<file path="config.mk">
export PLATFORM = sky130hd
export DESIGN_NAME = calendar_to_epoch_seconds_flat
export DESIGN_NICKNAME = d
export VERILOG_FILES = /design/src/hdl/ce2s_pkg.sv /design/src/hdl/ce2s_cal_if.sv /design/src/hdl/ce2s_epoch_if.sv /design/src/hdl/ce2s_date.sv /design/src/hdl/ce2s_seconds.sv /design/src/hdl/calendar_to_epoch_seconds.sv /design/src/flat_wrapper.sv
export SDC_FILE = /design/constraint.sdc
export NUM_CORES = 1
export LEC_CHECK = 0
export BUFFER_PORTS_ARGS = -buffer_cell sky130_fd_sc_hd__buf_2
export CAP_MARGIN = 20
export CORE_MARGIN = 10
export CORE_UTILIZATION = 62
export DETAILED_ROUTE_END_ITERATION = 10
export PLACE_DENSITY = 0.8
export SYNTH_ARGS = -nofsm -noshare
export SYNTH_HDL_FRONTEND = slang
export SYNTH_HIERARCHICAL = 1
export SYNTH_SLANG_ARGS = --single-unit
</file>
<file path="constraint.sdc">
create_clock -name clk -period 7.3 [get_ports clk]
set_input_delay 1.825 -clock clk [delete_from_list [all_inputs] [get_ports clk]]
set_output_delay 1.825 -clock clk [all_outputs]
set_load 0.05 [all_outputs]
</file>
<file path="src/hdl/ce2s_pkg.sv">
`timescale 1ns / 1ps
`default_nettype none
// ---------------------------------------------------------------------------
// Calendar to epoch seconds package
// Shared widths, calendar constants, stage words and the month table.
// ---------------------------------------------------------------------------
package ce2s_pkg;

    localparam int YEAR_W   = 8;
    localparam int MONTH_W  = 7;
    localparam int DAY_W    = 5;
    localparam int HOUR_W   = 5;
    localparam int MINUTE_W = 6;
    localparam int SECOND_W = 6;
    localparam int EPOCH_W  = 32;

    localparam int NUM_STAGES = 5;

    localparam int Y_W        = 9;
    localparam int MIDX_W     = 4;
    localparam int DAYS_W     = 18;
    localparam int MDAYS_W    = 10;
    localparam int HM_W       = 11;
    localparam int SECPART_W  = 18;

    localparam int CAL_MONTHS        = 12;
    localparam int MONTH_RECIP       = 171;
    localparam int MONTH_RECIP_SHIFT = 11;
    localparam int EPOCH_YEAR_OFS    = 70;
    localparam int LEAP_BASE_OFS     = 68;
    localparam int DAYS_PER_YEAR     = 365;
    localparam int CENTURY_SKIP_OFS  = 200;
    localparam int MINUTES_PER_HOUR  = 60;
    localparam int SECONDS_PER_MIN   = 60;
    localparam int SECONDS_PER_HOUR  = 3600;
    localparam int SECONDS_PER_DAY   = 86400;

    typedef logic [NUM_STAGES-1:0] stage_vec_t;

    typedef struct packed {
        logic [Y_W-1:0]      years;
        logic [MIDX_W-1:0]   month;
        logic [DAY_W-1:0]    day;
        logic [HOUR_W-1:0]   hour;
        logic [MINUTE_W-1:0] minute;
        logic [SECOND_W-1:0] second;
        logic                daylight;
    } split_word_t;

    typedef struct packed {
        logic signed [DAYS_W-1:0]  year_days;
        logic signed [MDAYS_W-1:0] month_days;
        logic [HOUR_W-1:0]         hour;
        logic [MINUTE_W-1:0]       minute;
        logic [SECOND_W-1:0]       second;
        logic                      daylight;
    } date_word_t;

    function automatic logic [8:0] days_before_month(input logic [MIDX_W-1:0] m);
        logic [8:0] d;
        case (m)
            4'd0:    d = 9'd0;
            4'd1:    d = 9'd31;
            4'd2:    d = 9'd59;
            4'd3:    d = 9'd90;
            4'd4:    d = 9'd120;
            4'd5:    d = 9'd151;
            4'd6:    d = 9'd181;
            4'd7:    d = 9'd212;
            4'd8:    d = 9'd243;
            4'd9:    d = 9'd273;
            4'd10:   d = 9'd304;
            4'd11:   d = 9'd334;
            default: d = 9'd0;
        endcase
        return d;
    endfunction

endpackage
`default_nettype wire

</file>
<file path="src/hdl/ce2s_cal_if.sv">
`timescale 1ns / 1ps
`default_nettype none
// ---------------------------------------------------------------------------
// Calendar input channel
// Valid/ready channel that carries one broken-down UTC date and time word.
// ---------------------------------------------------------------------------
interface ce2s_cal_if
    import ce2s_pkg::*;
();
    logic                valid;
    logic                ready;
    logic [YEAR_W-1:0]   years_since_1900;
    logic [MONTH_W-1:0]  month_index;
    logic [DAY_W-1:0]    day_of_month;
    logic [HOUR_W-1:0]   hour_of_day;
    logic [MINUTE_W-1:0] minute_of_hour;
    logic [SECOND_W-1:0] second_of_minute;
    logic                daylight_flag;

    modport source (
        output valid, years_since_1900, month_index, day_of_month, hour_of_day,
               minute_of_hour, second_of_minute, daylight_flag,
        input  ready
    );
    modport sink (
        input  valid, years_since_1900, month_index, day_of_month, hour_of_day,
               minute_of_hour, second_of_minute, daylight_flag,
        output ready
    );
endinterface
`default_nettype wire

</file>
<file path="src/hdl/ce2s_epoch_if.sv">
`timescale 1ns / 1ps
`default_nettype none
// ---------------------------------------------------------------------------
// Epoch output channel
// Valid/ready channel that carries one 32-bit epoch seconds word.
// ---------------------------------------------------------------------------
interface ce2s_epoch_if
    import ce2s_pkg::*;
();
    logic               valid;
    logic               ready;
    logic [EPOCH_W-1:0] epoch_seconds;

    modport source (output valid, epoch_seconds, input ready);
    modport sink (input valid, epoch_seconds, output ready);
endinterface
`default_nettype wire

</file>
<file path="src/hdl/ce2s_date.sv">
`timescale 1ns / 1ps
`default_nettype none
// ---------------------------------------------------------------------------
// Date stages
// Stage one folds the month count into the year; stage two forms the day
// count of the year start and the day offset within the year.
// ---------------------------------------------------------------------------
module ce2s_date
    import ce2s_pkg::*;
(
    input  wire logic                clk,
    input  wire logic                rst_n,
    input  wire logic [1:0]          en,
    input  wire logic                in_valid,
    input  wire logic [YEAR_W-1:0]   years_since_1900,
    input  wire logic [MONTH_W-1:0]  month_index,
    input  wire logic [DAY_W-1:0]    day_of_month,
    input  wire logic [HOUR_W-1:0]   hour_of_day,
    input  wire logic [MINUTE_W-1:0] minute_of_hour,
    input  wire logic [SECOND_W-1:0] second_of_minute,
    input  wire logic                daylight_flag,
    output logic [1:0]               valid,
    output date_word_t               date_word
);

    localparam int PROD_W = MONTH_W + 8;

    logic [1:0]          valid_reg;
    logic [1:0]          valid_next;
    split_word_t         split_reg;
    split_word_t         split_next;
    date_word_t          date_reg;
    date_word_t          date_next;

    logic [PROD_W-1:0]   mon_prod;
    logic [MIDX_W-1:0]   mon_quot;
    logic [MONTH_W-1:0]  mon_rem;

    logic signed [DAYS_W-1:0] y_ext;
    logic signed [DAYS_W-1:0] base_days;
    logic signed [DAYS_W-1:0] leap_days;
    logic                     century_skip;
    logic                     leap_year;
    logic                     early_month;

    always_comb
    begin
        mon_prod = PROD_W'(month_index) * PROD_W'(MONTH_RECIP);
        mon_quot = MIDX_W'(mon_prod >> MONTH_RECIP_SHIFT);
        mon_rem  = month_index - MONTH_W'(mon_quot) * MONTH_W'(CAL_MONTHS);

        split_next.years    = Y_W'(years_since_1900) + Y_W'(mon_quot);
        split_next.month    = mon_rem[MIDX_W-1:0];
        split_next.day      = day_of_month;
        split_next.hour     = hour_of_day;
        split_next.minute   = minute_of_hour;
        split_next.second   = second_of_minute;
        split_next.daylight = daylight_flag;
    end

    always_comb
    begin
        y_ext     = DAYS_W'(split_reg.years);
        base_days = (y_ext - DAYS_W'(EPOCH_YEAR_OFS)) * DAYS_W'(DAYS_PER_YEAR);

        // Leap count since 1968 truncates toward zero for earlier years.
        if (split_reg.years >= Y_W'(LEAP_BASE_OFS))
        begin
            leap_days = DAYS_W'((split_reg.years - Y_W'(LEAP_BASE_OFS)) >> 2);
        end
        else
        begin
            leap_days = -DAYS_W'((Y_W'(LEAP_BASE_OFS) - split_reg.years) >> 2);
        end

        // Of the century years in range, 1900 and 2100 are not leap years.
        century_skip = (split_reg.years >= Y_W'(CENTURY_SKIP_OFS));
        leap_year    = (split_reg.years[1:0] == 2'b00) && (split_reg.years != '0)
                       && (split_reg.years != Y_W'(CENTURY_SKIP_OFS));
        early_month  = (split_reg.month < MIDX_W'(2));

        date_next.year_days  = base_days + leap_days - DAYS_W'(century_skip);
        date_next.month_days = MDAYS_W'(days_before_month(split_reg.month))
                               + MDAYS_W'(split_reg.day) - MDAYS_W'(1)
                               - MDAYS_W'(leap_year && early_month);
        date_next.hour       = split_reg.hour;
        date_next.minute     = split_reg.minute;
        date_next.second     = split_reg.second;
        date_next.daylight   = split_reg.daylight;
    end

    always_comb
    begin
        valid_next = valid_reg;
        if (en[0])
        begin
            valid_next[0] = in_valid;
        end
        if (en[1])
        begin
            valid_next[1] = valid_reg[0];
        end
    end

    always_ff @(posedge clk or negedge rst_n)
    begin
        if (!rst_n)
        begin
            valid_reg <= '0;
        end
        else
        begin
            valid_reg <= valid_next;
        end
    end

    always_ff @(posedge clk)
    begin
        if (en[0])
        begin
            split_reg <= split_next;
        end
        if (en[1])
        begin
            date_reg <= date_next;
        end
    end

    assign valid     = valid_reg;
    assign date_word = date_reg;

endmodule
`default_nettype wire

</file>
<file path="src/hdl/ce2s_seconds.sv">
`timescale 1ns / 1ps
`default_nettype none
// ---------------------------------------------------------------------------
// Seconds stages
// Sums the day count, scales it to seconds with one multiplier, and adds
// the time of day less the daylight hour into the 32-bit result register.
// ---------------------------------------------------------------------------
module ce2s_seconds
    import ce2s_pkg::*;
(
    input  wire logic         clk,
    input  wire logic         rst_n,
    input  wire logic [2:0]   en,
    input  wire logic         in_valid,
    input  wire date_word_t   date_word,
    output logic [2:0]        valid,
    output logic [EPOCH_W-1:0] epoch_seconds
);

    logic [2:0]                  valid_reg;
    logic [2:0]                  valid_next;

    logic signed [DAYS_W-1:0]    days_reg;
    logic signed [DAYS_W-1:0]    days_next;
    logic [HM_W-1:0]             hm_reg;
    logic [HM_W-1:0]             hm_next;
    logic [SECOND_W-1:0]         sec_reg;
    logic                        dst_reg;

    logic [EPOCH_W-1:0]          day_secs_reg;
    logic [EPOCH_W-1:0]          day_secs_next;
    logic signed [SECPART_W-1:0] tod_reg;
    logic signed [SECPART_W-1:0] tod_next;

    logic [EPOCH_W-1:0]          epoch_reg;
    logic [EPOCH_W-1:0]          epoch_next;

    always_comb
    begin
        days_next = date_word.year_days
                    + {{(DAYS_W-MDAYS_W){date_word.month_days[MDAYS_W-1]}},
                       date_word.month_days};
        hm_next   = HM_W'(date_word.hour) * HM_W'(MINUTES_PER_HOUR)
                    + HM_W'(date_word.minute);

        day_secs_next = {{(EPOCH_W-DAYS_W){days_reg[DAYS_W-1]}}, days_reg}
                        * EPOCH_W'(SECONDS_PER_DAY);
        tod_next      = SECPART_W'(hm_reg) * SECPART_W'(SECONDS_PER_MIN)
                        + SECPART_W'(sec_reg)
                        - (dst_reg ? SECPART_W'(SECONDS_PER_HOUR) : SECPART_W'(0));

        epoch_next = day_secs_reg
                     + {{(EPOCH_W-SECPART_W){tod_reg[SECPART_W-1]}}, tod_reg};
    end

    always_comb
    begin
        valid_next = valid_reg;
        if (en[0])
        begin
            valid_next[0] = in_valid;
        end
        if (en[1])
        begin
            valid_next[1] = valid_reg[0];
        end
        if (en[2])
        begin
            valid_next[2] = valid_reg[1];
        end
    end

    always_ff @(posedge clk or negedge rst_n)
    begin
        if (!rst_n)
        begin
            valid_reg <= '0;
        end
        else
        begin
            valid_reg <= valid_next;
        end
    end

    always_ff @(posedge clk)
    begin
        if (en[0])
        begin
            days_reg <= days_next;
            hm_reg   <= hm_next;
            sec_reg  <= date_word.second;
            dst_reg  <= date_word.daylight;
        end
        if (en[1])
        begin
            day_secs_reg <= day_secs_next;
            tod_reg      <= tod_next;
        end
        if (en[2])
        begin
            epoch_reg <= epoch_next;
        end
    end

    assign valid         = valid_reg;
    assign epoch_seconds = epoch_reg;

endmodule
`default_nettype wire

</file>
<file path="src/hdl/calendar_to_epoch_seconds.sv">
`timescale 1ns / 1ps
`default_nettype none
// Throughput: one word per cycle while the output accepts; five register stages,
// each a constant multiply or a few narrow adds (day count by 86400 in stage four).
// A stage whose word is not yet taken holds it, and bubbles ahead of it close up.
// Reset (rst_n low, asynchronous) empties all stages; data registers are not cleared.
// ---------------------------------------------------------------------------
// Calendar to epoch seconds
// Converts a broken-down UTC date and time into the low 32 bits of the
// signed seconds count since 1970-01-01.
// ---------------------------------------------------------------------------
module calendar_to_epoch_seconds
    import ce2s_pkg::*;
(
    input  wire logic     clk,
    input  wire logic     rst_n,
    ce2s_cal_if.sink      cal,
    ce2s_epoch_if.source  epoch
);

    stage_vec_t v;
    stage_vec_t en;
    date_word_t date_word;

    always_comb
    begin
        en[NUM_STAGES-1] = !v[NUM_STAGES-1] || epoch.ready;
        for (int k = NUM_STAGES - 2; k >= 0; k--)
        begin
            en[k] = !v[k] || en[k+1];
        end
    end

    assign cal.ready   = en[0];
    assign epoch.valid = v[NUM_STAGES-1];

    ce2s_date u_date (
        .clk              (clk),
        .rst_n            (rst_n),
        .en               (en[1:0]),
        .in_valid         (cal.valid),
        .years_since_1900 (cal.years_since_1900),
        .month_index      (cal.month_index),
        .day_of_month     (cal.day_of_month),
        .hour_of_day      (cal.hour_of_day),
        .minute_of_hour   (cal.minute_of_hour),
        .second_of_minute (cal.second_of_minute),
        .daylight_flag    (cal.daylight_flag),
        .valid            (v[1:0]),
        .date_word        (date_word)
    );

    ce2s_seconds u_seconds (
        .clk           (clk),
        .rst_n         (rst_n),
        .en            (en[4:2]),
        .in_valid      (v[1]),
        .date_word     (date_word),
        .valid         (v[4:2]),
        .epoch_seconds (epoch.epoch_seconds)
    );

`ifndef SYNTHESIS
    a_empty_ready: assert property (@(posedge clk) disable iff (!rst_n)
        (v == '0) |-> cal.ready)
        else $error("empty pipeline refuses a word");

    a_word_count: assert property (@(posedge clk) disable iff (!rst_n)
        $past(rst_n) |-> ($countones(v) == $countones($past(v))
            + $past(cal.valid && cal.ready) - $past(epoch.valid && epoch.ready)))
        else $error("word lost or repeated in pipeline");

    a_stall_hold: assert property (@(posedge clk) disable iff (!rst_n)
        (v[3] && !en[3]) |=> v[3])
        else $error("stalled stage dropped its word");
`endif

endmodule
`default_nettype wire

</file>
<file path="src/flat_wrapper.sv">
// flat-port wrapper written by rule: the top's interface ports become plain ports
module calendar_to_epoch_seconds_flat import ce2s_pkg::*;
  (clk, rst_n, cal_valid, cal_years_since_1900, cal_month_index, cal_day_of_month, cal_hour_of_day, cal_minute_of_hour, cal_second_of_minute, cal_daylight_flag, cal_ready, epoch_valid, epoch_epoch_seconds, epoch_ready);
  ce2s_cal_if cal_i ();
  ce2s_epoch_if epoch_i ();
  input  wire logic clk;
  input  wire logic rst_n;
  input wire logic [$bits(cal_i.valid)-1:0] cal_valid;
  input wire logic [$bits(cal_i.years_since_1900)-1:0] cal_years_since_1900;
  input wire logic [$bits(cal_i.month_index)-1:0] cal_month_index;
  input wire logic [$bits(cal_i.day_of_month)-1:0] cal_day_of_month;
  input wire logic [$bits(cal_i.hour_of_day)-1:0] cal_hour_of_day;
  input wire logic [$bits(cal_i.minute_of_hour)-1:0] cal_minute_of_hour;
  input wire logic [$bits(cal_i.second_of_minute)-1:0] cal_second_of_minute;
  input wire logic [$bits(cal_i.daylight_flag)-1:0] cal_daylight_flag;
  output wire logic [$bits(cal_i.ready)-1:0] cal_ready;
  output wire logic [$bits(epoch_i.valid)-1:0] epoch_valid;
  output wire logic [$bits(epoch_i.epoch_seconds)-1:0] epoch_epoch_seconds;
  input wire logic [$bits(epoch_i.ready)-1:0] epoch_ready;
  assign cal_i.valid = cal_valid;
  assign cal_i.years_since_1900 = cal_years_since_1900;
  assign cal_i.month_index = cal_month_index;
  assign cal_i.day_of_month = cal_day_of_month;
  assign cal_i.hour_of_day = cal_hour_of_day;
  assign cal_i.minute_of_hour = cal_minute_of_hour;
  assign cal_i.second_of_minute = cal_second_of_minute;
  assign cal_i.daylight_flag = cal_daylight_flag;
  assign cal_ready = cal_i.ready;
  assign epoch_valid = epoch_i.valid;
  assign epoch_epoch_seconds = epoch_i.epoch_seconds;
  assign epoch_i.ready = epoch_ready;
  calendar_to_epoch_seconds u_core (.clk(clk), .rst_n(rst_n), .cal(cal_i), .epoch(epoch_i));
endmodule
</file>
==> metrics.cfg, run 1 <==
[run_status]
status=complete, no violations

[worst_setup_path]
cp_max_fo=14
critPathKind=reg2reg
cp-startpoint=u_core/u_date/split_reg[29]
critPathRequiredTime_ns=7.55
cp.arrival_ns=6.68
rr_worst_depth=23
cp-start-kind=register
crit_buf_inv=3
rrSetupSlack_ns=0.88
path_cells=inv_1, ha_1, a21oi_1, xnor2_1, nand4b_1, nor3_1, nand2_1, ha_1, o21ai_0, ha_1, inv_1, fa_1, fa_1, fa_1, inv_1, ha_1, o21a_1, o21ai_0, a211o_1, and3_1, o21ai_0, o31ai_1, xnor2_1
reg2reg_to=u_core/u_date/date_word[45]
crit_path_end_kind=register
cpMostUsedCell=ha_1
timing.rr.start=u_core/u_date/split_reg[29]
cp_slowest_stage_delay_ns=0.66
critical-path-top-delay-family=adder cells
crit_slowest_cell=edfxtp_1

[synth]
synth_common_cells=352 x inv_1, 290 x ha_1, 193 x edfxtp_1
async_reset_ff_frac=0.02415
yosys.area.top_type=edfxtp_1
synthFlopType=edfxtp_1
synth_most_common_cell=inv_1
ys_seq_area_frac=0.3214
yosys.area.top_type_share=0.3053
yosysWarnings=6
synth-seq-cells=207
synth_area_leaders=edfxtp_1 31%, ha_1 19%, fa_1 16%
ys_types=76
syn_area_sq_um=18980
synth_nets=2218
synth.avg_cell_area_sq_um=10.93
synthCells=1737
synth_edf_count=193

[sta]
tightest_slew_ns=0.9849
setup_viol=0
fin_setup_tns_ns=0
hold_viol=0
clock.fmax_mhz=155.7
fin_crit_sh=0.8800
period_needed_ns=6.424
relSlewSlack=0.3415
rsz0062_at_grt=false
finClkSkew_ns=0.01210
slew_viol_final=0

[layout]
n_antenna_cell=0
layout-drive-gt1-share=0.09091
area.growth.synth_to_final_pct=8.884
fin_nets=2311
largest_reg_flops=46

[floorplanning]
dieWidth_um=195.0
dieArea_sq_um=38020
start_util=0.6239
die_h_um=195.0
core_area_sq_um=30430
ios=76
row_count=64

[drt]
drc=0
wl_um=33560
wl_per_cell_um=14.96
first_pass_iters=4
via_count=12050
vias_per_cell=5.372
ant_nets=0
drt_iter0_markers=552

[hold_path]
worstHoldEndpoint=u_core/u_date/date_word[0]
hold_start=u_core/u_date/date_next[0]
hold_path_class=reg2reg
holdPathStages=0

[placement]
post-dp-hpwl_um=27630
portBuffers=75
globalplace.congestion=0.8859

[global_route]
grt_pass1_wl_um=58460
track_usage=0.1790
grt_pass1_vias=12660
grt_max_degree=45
grt_overflow=0
grt_antenna_before_repair=0

[clocking]
cts_buffers=24
postCtsSetupBuffers=0
ctsHtreeMaxLevel=1
cts_resized=0
ctsHoldBuffers=0
cts_tree=done
cts_root_buf=clkbuf_16
clk_latency_ns=0.52
cts_buffer_depth=3
clock_sinks=207
clk_pin_slew_ns=0.06

[job]
cap_violations=0

-- layout by cell type, fill, tap and decap left out, types with 13 or more instances in the layout --
| cell type | instances |
|---|---|
| nand2_1 | 54 |
| fa_1 | 149 |
| nand3_1 | 22 |
| a21oi_1 | 89 |
| a21o_1 | 39 |
| buf_2 | 75 |
| o21ai_0 | 49 |
| nor2b_1 | 15 |
| o21a_1 | 13 |
| clkbuf_16 | 25 |
| nor2_1 | 71 |
| inv_1 | 352 |
| xor2_1 | 43 |
| o21bai_1 | 14 |
| xnor2_1 | 122 |
| ha_1 | 290 |
| edfxtp_1 | 193 |
| nor3_1 | 21 |
| nand2b_1 | 19 |
-- how the worst max path moves through the flow --
stage | to | cells past startpoint | slack (ns)
floorplan | register | 20 | 1.11
global placement | register | 20 | 0.67
detailed placement | register | 20 | 0.51
CTS | u_core/u_date/date_word[45] | 23 | 0.86
global route | u_core/u_date/date_word[45] | 23 | 0.34
finish | u_core/u_date/date_word[45] | 23 | 0.88
-- layer usage --
| metal | vias up | share of wire | global-route usage |
|---|---|---|---|
| li1 | 6056 | - | - |
| met1 | 5755 | 0.42 | 0.2079 |
| met2 | 184 | 0.52 | 0.3299 |
| met3 | 59 | 0.032 | 0.02484 |
| met4 | 0 | 0.035 | 0.06109 |
| met5 | - | 0 | 0 |
-- cell type report --
cell class	instances	area [sq um]
tap	396	495.5
inverter	352	1321
clock inverter	7	76.32
timing repair buffer	81	420.4
fill	2263	9758
clock buffer	37	750.7
multi-input combinational	1164	11510
sequential	207	6101
-- kinds of logic (layout without fill, tap and decap cells) --
| logic type | count (synthesis) | count (layout) | share of synthesized area |
|---|---|---|---|
| adder cells (fa/ha/maj) | 439 | 439 | 0.3483 |
| buffers and inverters | 366 | 477 | 0.07283 |
| AO/OA/AOI/OAI | 297 | 297 | 0.1078 |
| AND/OR/NAND/NOR | 245 | 245 | 0.06255 |
| flip-flops | 207 | 207 | 0.3214 |
| XOR/XNOR | 167 | 167 | 0.07784 |
| multiplexers | 16 | 16 | 0.009359 |
-- metrics by stage --
step | instance area (sq um) | instances | worst slack, ns | util | hold slack (ns)
2_1_floorplan | 18980 | 1737 | 1.109 | - | 0.4003
3_3_place_gp | 19840 | 2200 | 0.6723 | 0.6521 | 0.4013
3_5_place_dp | 19840 | 2200 | 0.5062 | 0.6521 | 0.4045
4_1_cts | 20670 | 2244 | 0.8635 | 0.6793 | 0.4047
5_1_grt | 20670 | 2244 | 0.3421 | 0.6793 | 0.4239
6_report | 20670 | 2244 | 0.8760 | 0.6793 | 0.4113
-- worst reg2reg max path, stage by stage, from the launching register on --
cell and delay [ns]:
edfxtp_1 0.66, inv_1 0.17, ha_1 0.29, a21oi_1 0.32, xnor2_1 0.20, nand4b_1 0.22
nor3_1 0.30, nand2_1 0.09, ha_1 0.27, o21ai_0 0.23, ha_1 0.28, inv_1 0.09
fa_1 0.44, fa_1 0.47, fa_1 0.54, inv_1 0.04, ha_1 0.30, o21a_1 0.14
o21ai_0 0.10, a211o_1 0.31, and3_1 0.16, o21ai_0 0.29, o31ai_1 0.13, xnor2_1 0.13
Power of run 1 is not shown: default switching activity piles up to over one toggle a cycle in this logic, so the estimate is an artifact.
==> run 2: changes to the inputs <==
Settings changed: CELL_PAD_IN_SITES_DETAIL_PLACEMENT from default to 1, CELL_PAD_IN_SITES_GLOBAL_PLACEMENT from default to 1, CORE_UTILIZATION 62 to 52, HOLD_SLACK_MARGIN from default to 0.03, PLACE_DENSITY 0.8 to default, PLACE_DENSITY_LB_ADDON from default to 0.1.
==> run 2 against run 1 <==
Compared with the run above: count of clock-buffer cells in the layout grew 2; critical path depth is the same; routed wire length grew 19%; hold slack gained 0.0082 ns; sequential share of layout area shrank 0.096 points; setup slack lost 0.16 ns; core utilization shrank 10 points; via count grew 2.4%; first-iteration DRC count shrank 38%.
==> metrics.cfg, run 2 (synthesis gave the netlist of run 1 again) <==
[run_status]
status=complete, no violations  ; unchanged

[sta]
finClkSkew_ns=0.01119  ; was 0.01210 ns
slew_viol_final=0  ; unchanged
relSlewSlack=0.4336  ; was 0.3415
period_needed_ns=6.580  ; was 6.424 ns
rsz0062_at_grt=false  ; unchanged
hold_viol=0  ; unchanged
fin_setup_tns_ns=0  ; unchanged
clock.fmax_mhz=152.0  ; was 155.7 MHz
setup_viol=0  ; unchanged
fin_crit_sh=0.9013  ; was 0.8800
tightest_slew_ns=0.8386  ; was 0.9849 ns

[layout]
area.growth.synth_to_final_pct=9.240  ; was 8.884%
layout-drive-gt1-share=0.08914  ; was 0.09091
n_antenna_cell=0  ; unchanged
final_common_cell=inv_1  ; unchanged
final_cell_mix=352 x inv_1, 290 x ha_1, 193 x edfxtp_1, 149 x fa_1, 122 x xnor2_1  ; unchanged
largest_reg_flops=46  ; unchanged
fin_nets=2315  ; was 2311

[clocking]
cts_buffers=25  ; was 24
cts_resized=0  ; unchanged
ctsHtreeMaxLevel=1  ; unchanged
cts_tree=done  ; unchanged
cts_root_buf=clkbuf_16  ; unchanged
cts_buffer_depth=3  ; unchanged
ctsHoldBuffers=0  ; unchanged
postCtsSetupBuffers=0  ; unchanged
clk_pin_slew_ns=0.06  ; about the same
clock_sinks=207  ; unchanged
clk_latency_ns=0.53  ; was 0.52 ns

[global_route]
grt_antenna_before_repair=0  ; unchanged
track_usage=0.1835  ; was 0.1790
grt_overflow=0  ; unchanged
grt_pass1_vias=13900  ; was 12660
grt_pass1_wl_um=67680  ; was 58460 um
grt_max_degree=47  ; was 45

[worst_setup_path]
cp_slowest_stage_delay_ns=0.68  ; was 0.66 ns
cp.arrival_ns=6.84  ; was 6.68 ns
path_cells=inv_1, ha_1, a21oi_1, xnor2_1, nand4b_1, nor3_1, nand2_1, ha_1, o21ai_0, ha_1, inv_1, fa_1, fa_1, fa_1, inv_1, ha_1, o21a_1, o21ai_0, a211o_1, and3_1, o21ai_0, o31ai_1, xnor2_1  ; unchanged
cpMostUsedCell=ha_1  ; unchanged
crit_path_end_kind=register  ; unchanged
rr_worst_depth=23  ; unchanged
cp_max_fo=14  ; unchanged
cp-start-kind=register  ; unchanged
critPathKind=reg2reg  ; unchanged
critPathRequiredTime_ns=7.56  ; was 7.55 ns
crit_slowest_cell=edfxtp_1  ; unchanged

[drt]
first_pass_iters=4  ; unchanged
wl_per_cell_um=17.34  ; was 14.96 um
via_count=12340  ; was 12050
vias_per_cell=5.339  ; was 5.372
drt_iter0_markers=343  ; was 552
ant_nets=0  ; unchanged
wl_um=40100  ; was 33560 um
drc=0  ; unchanged

[floorplanning]
die_h_um=211.1  ; was 195.0 um
ios=76  ; unchanged
row_count=69  ; was 64
dieWidth_um=211.1  ; was 195.0 um
start_util=0.5299  ; was 0.6239
dieArea_sq_um=44550  ; was 38020 sq um
core_area_sq_um=35830  ; was 30430 sq um

[placement]
post-dp-hpwl_um=33110  ; was 27630 um
portBuffers=75  ; unchanged
globalplace.congestion=0.8620  ; was 0.8859

[hold_path]
hold_path_class=reg2reg  ; unchanged
holdPathStages=0  ; unchanged

[job]
cap_violations=0  ; unchanged

==> run 2: changes by cell type in the layout (fill, tap and decap cells not counted), sizes merged <==
cell / previous run / this run
buf: 81 / 84
clkbuf: 37 / 39
inv: 354 / 352
==> run 2: routing by layer <==
layer | track usage | vias up | share of wire
met4 | 0.05744 | 0 | 0.026
met3 | 0.02270 | 70 | 0.026
met1 | 0.2131 | 6089 | 0.42
li1 | - | 6055 | -
met2 | 0.3428 | 129 | 0.52
met5 | 0 | - | 0
==> run 2: cell type report <==
cell class	count	area [sq um]
Multi-Input combinational cell	1164	11510
Clock inverter	5	51.30
Timing Repair Buffer	84	442.9
Inverter	352	1321
Tap cell	461	576.8
Sequential cell	207	6101
Clock buffer	39	739.5
Fill cell	3830	15090
==> run 2: path summary, 6_finish.rpt <==
check | startpoint | to | slack (ns)
setup / recovery | u_core/u_date/split_reg[29] | u_core/u_date/date_word[45] | 0.72
hold / removal | u_core/u_date/date_next[6] | u_core/u_date/date_word[6] | 0.42
setup reg to reg | u_core/u_date/split_reg[29] | u_core/u_date/date_word[45] | 0.72
hold reg to reg | u_core/u_date/date_next[6] | u_core/u_date/date_word[6] | 0.42
max in group asynchronous | rst_n | u_core/u_date/valid[1] | 6.06
min in group asynchronous | rst_n | u_core/u_seconds/valid[1] | 1.10
==> run 2: stage by stage <==
stage	utilization	instances	cell area, sq um	hold slack [ns]	setup WS, ns
floorplan	-	1737	18980	0.4003	1.109
global placement	0.5568	2268	19950	0.4009	0.6772
detailed placement	0.5568	2268	19950	0.4063	0.4262
CTS	0.5788	2312	20740	0.4211	0.6860
global route	0.5788	2312	20740	0.4254	0.3330
finish	0.5788	2312	20740	0.4195	0.7205
==> run 2: worst max-delay path: cells and delay by family (launching register included) <==
kind | cells | cell delay [ns]
flops | 1 | 0.68
compound gates | 7 | 1.55
buf+inv | 3 | 0.30
fa+ha+maj | 7 | 2.65
simple gates | 4 | 0.76
xor+xnor | 2 | 0.35
Power of run 2 is left out for the same reason.
